File: src/rtl/stcc_pkg.sv
// stcc_pkg: shared types and constants of the segment tile congestion counter
// holds request kinds, register indexes, controller states and the command/status structs
// no dependencies
package stcc_pkg;

  localparam int unsigned CoordW      = 32;
  localparam int unsigned CountFieldW = 16;
  localparam int unsigned TouchW      = 7;
  localparam int unsigned KindW       = 2;
  localparam int unsigned TileSelW    = 6;
  localparam int unsigned CfgIdxW     = 3;
  localparam int unsigned CfgUseW     = 7;
  localparam int unsigned ShrinkShift = 3;

  typedef enum logic [KindW-1:0] {
    KIND_ADD      = 2'd0,
    KIND_ADD_CRIT = 2'd1,
    KIND_READ     = 2'd2,
    KIND_NOP      = 2'd3
  } kind_t;

  typedef enum logic [CfgIdxW-1:0] {
    REG_ORIGIN_X    = 3'd0,
    REG_ORIGIN_Y    = 3'd1,
    REG_LIMIT_X     = 3'd2,
    REG_LIMIT_Y     = 3'd3,
    REG_TILE_W      = 3'd4,
    REG_TILE_H      = 3'd5,
    REG_COLS_IN_USE = 3'd6,
    REG_ROWS_IN_USE = 3'd7
  } reg_index_t;

  typedef enum logic [4:0] {
    ST_CLEAR,
    ST_IDLE,
    ST_CLAMP,
    ST_TREAD,
    ST_DIV_LOAD,
    ST_DIV_RUN,
    ST_DIV_STORE,
    ST_END_RD,
    ST_END_WR,
    ST_CHECK,
    ST_CUR_RD,
    ST_CUR_WR,
    ST_EDGE,
    ST_DIFF,
    ST_MUL_LOAD,
    ST_MUL_RUN,
    ST_MUL_ADD,
    ST_STEP,
    ST_DONE
  } state_t;

  typedef struct packed {
    logic clear;
    logic latch;
    logic clamp;
    logic div_start;
    logic div_store;
    logic mem_rd;
    logic mem_wr;
    logic sel_tile;
    logic sel_end;
    logic count_step;
    logic edge_mul;
    logic diff;
    logic mul_load;
    logic mul_step;
    logic mul_add;
    logic step;
    logic out_load;
  } cmd_t;

  typedef struct packed {
    logic  clear_last;
    kind_t kind;
    logic  div_busy;
    logic  div_last;
    logic  walk_more;
    logic  no_line_test;
    logic  mul_last;
    logic  prod_last;
  } status_t;

endpackage

File: src/rtl/stcc_controller.sv
// stcc_controller: sequencer for clearing, tile reads and segment walks
// depends on stcc_pkg; drives the datapath through cmd_t and reads status_t
module stcc_controller (
  input  logic              clk,
  input  logic              rst,
  input  logic              in_valid,
  input  logic              out_stall,
  input  stcc_pkg::status_t status,
  output stcc_pkg::cmd_t    cmd,
  output logic              in_stall,
  output logic              out_valid
);
  import stcc_pkg::*;

  state_t state, state_next;
  logic   out_free;

  assign out_free = !out_valid || !out_stall;
  assign in_stall = state != ST_IDLE;

  always_ff @(posedge clk) begin
    if (rst) begin
      state <= ST_CLEAR;
    end else begin
      state <= state_next;
    end
  end

  always_ff @(posedge clk) begin
    if (rst) begin
      out_valid <= 1'b0;
    end else if (cmd.out_load) begin
      out_valid <= 1'b1;
    end else if (!out_stall) begin
      out_valid <= 1'b0;
    end
  end

  always_comb begin
    cmd        = '0;
    state_next = state;
    unique case (state)
      ST_CLEAR: begin
        cmd.clear = 1'b1;
        if (status.clear_last) state_next = ST_IDLE;
      end
      ST_IDLE: begin
        if (in_valid) begin
          cmd.latch  = 1'b1;
          state_next = ST_CLAMP;
        end
      end
      ST_CLAMP: begin
        cmd.clamp = 1'b1;
        unique case (status.kind)
          KIND_READ:               state_next = ST_TREAD;
          KIND_NOP:                state_next = ST_DONE;
          KIND_ADD, KIND_ADD_CRIT: state_next = ST_DIV_LOAD;
        endcase
      end
      ST_TREAD: begin
        cmd.mem_rd   = 1'b1;
        cmd.sel_tile = 1'b1;
        state_next   = ST_DONE;
      end
      ST_DIV_LOAD: begin
        cmd.div_start = 1'b1;
        state_next    = ST_DIV_RUN;
      end
      ST_DIV_RUN: begin
        if (!status.div_busy) state_next = ST_DIV_STORE;
      end
      ST_DIV_STORE: begin
        cmd.div_store = 1'b1;
        state_next    = status.div_last ? ST_END_RD : ST_DIV_LOAD;
      end
      ST_END_RD: begin
        cmd.mem_rd  = 1'b1;
        cmd.sel_end = 1'b1;
        state_next  = ST_END_WR;
      end
      ST_END_WR: begin
        cmd.mem_wr  = 1'b1;
        cmd.sel_end = 1'b1;
        state_next  = ST_CHECK;
      end
      ST_CHECK: begin
        state_next = status.walk_more ? ST_CUR_RD : ST_DONE;
      end
      ST_CUR_RD: begin
        cmd.mem_rd = 1'b1;
        state_next = ST_CUR_WR;
      end
      ST_CUR_WR: begin
        cmd.mem_wr     = 1'b1;
        cmd.count_step = 1'b1;
        state_next     = status.no_line_test ? ST_STEP : ST_EDGE;
      end
      ST_EDGE: begin
        cmd.edge_mul = 1'b1;
        state_next   = ST_DIFF;
      end
      ST_DIFF: begin
        cmd.diff   = 1'b1;
        state_next = ST_MUL_LOAD;
      end
      ST_MUL_LOAD: begin
        cmd.mul_load = 1'b1;
        state_next   = ST_MUL_RUN;
      end
      ST_MUL_RUN: begin
        cmd.mul_step = 1'b1;
        if (status.mul_last) state_next = ST_MUL_ADD;
      end
      ST_MUL_ADD: begin
        cmd.mul_add = 1'b1;
        state_next  = status.prod_last ? ST_STEP : ST_MUL_LOAD;
      end
      ST_STEP: begin
        cmd.step   = 1'b1;
        state_next = ST_CHECK;
      end
      ST_DONE: begin
        if (out_free) begin
          cmd.out_load = 1'b1;
          state_next   = ST_IDLE;
        end
      end
      default: state_next = ST_CLEAR;
    endcase
  end

endmodule

File: config.mk
export PLATFORM = sky130hd
export DESIGN_NAME = stcc_controller
export DESIGN_NICKNAME = d
export VERILOG_FILES = /design/src/rtl/stcc_pkg.sv /design/src/rtl/stcc_controller.sv
export SDC_FILE = /design/constraint.sdc
export NUM_CORES = 1
export LEC_CHECK = 0
export ABC_AREA = 0
export BUFFER_PORTS_ARGS = -buffer_cell sky130_fd_sc_hd__buf_2
export CORE_MARGIN = 2
export CORE_UTILIZATION = 45
export CTS_CLUSTER_DIAMETER = 120
export DETAILED_ROUTE_END_ITERATION = 10
export HOLD_SLACK_MARGIN = 0.1
export PLACE_DENSITY = 0.75
export SYNTH_ARGS = -nofsm -noshare
export SYNTH_HDL_FRONTEND = slang
export SYNTH_SLANG_ARGS = --single-unit
File: constraint.sdc
create_clock -name clk -period 2.5 [get_ports clk]
set_clock_uncertainty 0.05 [all_clocks]
set_input_delay 0.125 -clock clk [delete_from_list [all_inputs] [get_ports clk]]
set_output_delay 0.125 -clock clk [all_outputs]
set_load 0.01 [all_outputs]
# Word level (Yosys, flattened, before mapping)
# Index checks and enable logic that the tools add are counted.
# word_totals
register_bits	6
in_bits	13
out_inout_bits	19
wordCells	73
# classes
n_eq_ne	28
n_mux	32
n_reduce_logical	11
# ops
operator	count
5-bit case mux with 18 select lines	1
5-bit by 4-bit == test with 1-bit output (second input constant)	8
5-bit two-way mux	8
1-bit two-way mux	21
5-bit by 3-bit == test with 1-bit output (second input constant)	4
5-bit == test (second input constant)	3
5-bit case mux with 3 select lines	1
5-bit by 2-bit == test with 1-bit output (second input constant)	2
2-bit inequality test (second input constant)	5
2-bit OR reduction	4
5-bit by 1-bit == test with 1-bit output (second input constant)	1
5-bit zero test	1
5-bit by 1-bit inequality test with 1-bit output (second input constant)	1
5-bit AND reduction	1
2-bit == test (second input constant)	2
3-bit OR reduction	1
2-bit by 1-bit == test with 1-bit output (second input constant)	1
1-bit zero test	2
2-bit zero test	1
2-bit two-way mux	1
2-bit by 1-bit inequality test with 1-bit output (second input constant)	1
1-bit logical OR	1

# Longest topological paths before layout
# depth
word_depth	5
depth_mapped	7
ltp_nobuf	5

# Least setup slack after synthesis
# OpenSTA, ideal clock, no wires.
# synth_path
kind	register to register
from	reg state[2]
to	reg state[1]
setup_ps	120
t_arrival_ps	1349
setup_slack_ps	981
stages_incl_launch_ff	7
path_cell_list	dfxtp_1 buf_6 nand2b_4 or4_4 nand4b_4 a221oi_2 o31a_1
# synth_via
elab_chain_cells	3
elab_cells_between_ends	27
cone_classes	23 x eq/ne; 1 x mux; 3 x reduce/logical
# synth_lines
item	line	source
from (decl)	stcc_controller.sv:15	state_t state, state_next;
from (signal assigned)	stcc_controller.sv:25	state <= state_next;
5-bit == test, or another cell as far along	stcc_controller.sv:42	unique case (state)
2-bit OR reduction (no line) or 2-bit inequality test (tied branches)	n/a	
5-bit case mux with 18 select lines or 5-bit AND reduction (tied branches)	n/a	
# Parallel ways exist; a longest one is shown, timed or not.
# A chain may end at the register's enable or synchronous reset.

# Worst setup path after layout
# layout_path
from	reg state[1]
to	reg state[2]
# Same word-level chain as after synthesis.

==> impl_metrics.json <==
{
  "status": "finished clean",
  "async_reset_ff_share_pct": 0,
  "cts_resized": 0,
  "setup_viol_count_final": 0,
  "drtAntennaViolNets": 0,
  "yosys_warnings": 0,
  "die_h_um": 46.7,
  "die_w_um": 46.7,
  "grt_pass1_vias": 816,
  "multi_input_area_sq_um": 628,
  "coreArea_sq_um": 1730,
  "rows": 15,
  "final_common_cell": "buf_2",
  "drtIter0Drc": 32,
  "arrival_ps": 2070,
  "syn_inst": 116,
  "wl_met1_um": 987,
  "die_area_sq_um": 2180,
  "grt_usage_pct": 23.1,
  "port_buffers": 31,
  "crit_path_end_kind": "register",
  "tightest_slew_ps": 613,
  "synth.avg_cell_area_sq_um": 7.08,
  "fin_tns_setup_ps": 0,
  "drive_above_1_share_pct": 29.9,
  "cts-htree-levels": 1,
  "cts_made_buffers": 3,
  "antenna_found_initial": 0,
  "drc_errors": 0,
  "rsz0062_at_grt": "false",
  "viasPerCell": 5.82,
  "wl_met3_um": 150,
  "timing.final.crit_share_pct": 79.7,
  "peakVddDrop_mv": 0.328,
  "clock_path_buffers": 2,
  "critPathRequiredTime_ps": 2580,
  "vias": 984,
  "fmax_ghz": 0.502,
  "seqCellArea_sq_um": 120,
  "worst-setup-path-type": "reg -> reg",
  "synth_area_leaders": "dfxtp_1, nor2_1, nand2b_1",
  "synth_area_sq_um": 821,
  "relSlewSlack_pct": 59.1,
  "yosys.area.top_type_share_pct": 14.6,
  "pin_count": 32,
  "cts_setup_buffers": 0,
  "hold_class": "in -> reg",
  "ys_seq_area_share_pct": 14.6,
  "fin_crit_ps": 1990,
  "timing.final.hold_violations": 0,
  "avgRoutedWirePerCell_um": 13.8,
  "final_cell_mix": "buf_2, nor2_1, nand2_1",
  "cts.sinks": 6,
  "critPathMaxFanout": 20,
  "cts_tree": "built",
  "grt_max_degree": 21,
  "cap_viol_max_count": 0,
  "ys_ff_latch": 6,
  "synth-edff-count": 0,
  "power_density_nw_per_um2": 541,
  "n_fill_cell": 173,
  "gp_congestion": 0.915,
  "cts-root-buf": "clkbuf_4",
  "routed_wirelength_mm": 2.34,
  "start_kind": "register",
  "start_util_pct": 47.5,
  "clk_pin_slew_ps": 50,
  "hpwl_mm": 1.82,
  "holdWs_ps": 152,
  "grt_overflow": 0,
  "synth_flop_cell": "dfxtp_1",
  "syn_nets": 129,
  "fin_nets": 159,
  "yosysUniqueCellTypes": 45,
  "hold_buffers": 1,
  "area_delta_synth_final_pct": 22.4,
  "grt_pass1_wl_mm": 3.59,
  "antennaDiodeCount": 0,
  "report.final.slew_viol_count": 0,
  "worstSkewPairLatency_ps": 250,
  "synth_top_area_cell": "dfxtp_1",
  "dr.pass1.iters": 4,
  "cellLeakagePower_uw": 0.000473,
  "routed.top_layer": "met4",
  "wl_met2_mm": 1.10
}
==> synth_stat cells, drive strengths merged, types with 2 or more instances <==
library cell	count
nor3b	2
nand2	9
nand4	2
mux2i	2
and2	3
and3	3
nand3b	3
and2b	2
nor2b	5
nor2	14
o21ai	3
a21oi	7
a31oi	2
inv	4
nor4b	2
nor3	7
nand2b	7
nand4b	2
buf	9
nand3	3
dfxtp	6
==> registers in the layout (all words and copies together) (netlist names) <==
| register | cells |
|---|---|
| state | 5 |
| out_valid | 1 |
==> report_power, final <==
group | internal [uW] | leakage, uW | total (uW) | switching [uW]
sequential | 108 | 0.0000487 | 157 | 48.6
combinational | 135 | 0.000410 | 297 | 163
clock | 54.3 | 0.0000138 | 89.4 | 35.1
==> logic make-up (layout without fill, tap and decap cells) <==
logic type             count (synthesis)  after routing  synth area share, %
AND/OR/NAND/NOR                       68             68                 50.6
AO/OA/AOI/OAI                         25             25                 22.4
buffers and inverters                 14             42                 8.84
flip-flops                             6              6                 14.6
multiplexers                           2              2                 2.44
XOR/XNOR                               1              1                 1.07
==> metal layers <==
metal | track usage, % | up-vias
li1 | - | 481
met1 | 29.1 | 441
met2 | 38.1 | 52
met3 | 1.96 | 10
met4 | 13.9 | 0
met5 | 0 | -
==> worst max-delay path, cell delays in order (launching register included) <==
cell	delay, ps
dfxtp_1	700
xor2_1	210
a32oi_1	360
a21boi_1	250
o21ai_0	120
a22o_1	190
==> through the flow <==
| stage | setup WS, ps | power, uW | cells | cell area (sq um) | utilization, % |
|---|---|---|---|---|---|
| CTS | 557 | 544 | 169 | 1000 | 58.2 |
| global route | 304 | 585 | 169 | 1000 | 58.2 |
| global placement | 652 | 446 | 165 | 972 | 56.3 |
| floorplan | 981 | 374 | 116 | 821 | - |
| detailed placement | 571 | 449 | 165 | 972 | 56.3 |
| finish | 508 | 543 | 169 | 1000 | 58.2 |
==> worst paths after layout <==
| check | depth (start not counted) | slack, ps | from | endpoint |
|---|---|---|---|---|
| worst max-delay path | 5 | 510 | state[1] | state[2] |
| worst min-delay path | 3 | 150 | out_stall | out_valid |
| worst max register to register | 5 | 510 | state[1] | state[2] |
| worst min register to register | 2 | 490 | out_valid | out_valid |
==> layout make-up <==
type,instances,share of cell area [%]
Multi-Input combinational cell,96,62.5
Tap cell,25,3.11
Sequential cell,6,12.0
Inverter,4,1.49
Clock buffer,3,2.24
Timing Repair Buffer,35,18.7
No activity file was read; power rests on OpenSTA's default activity.
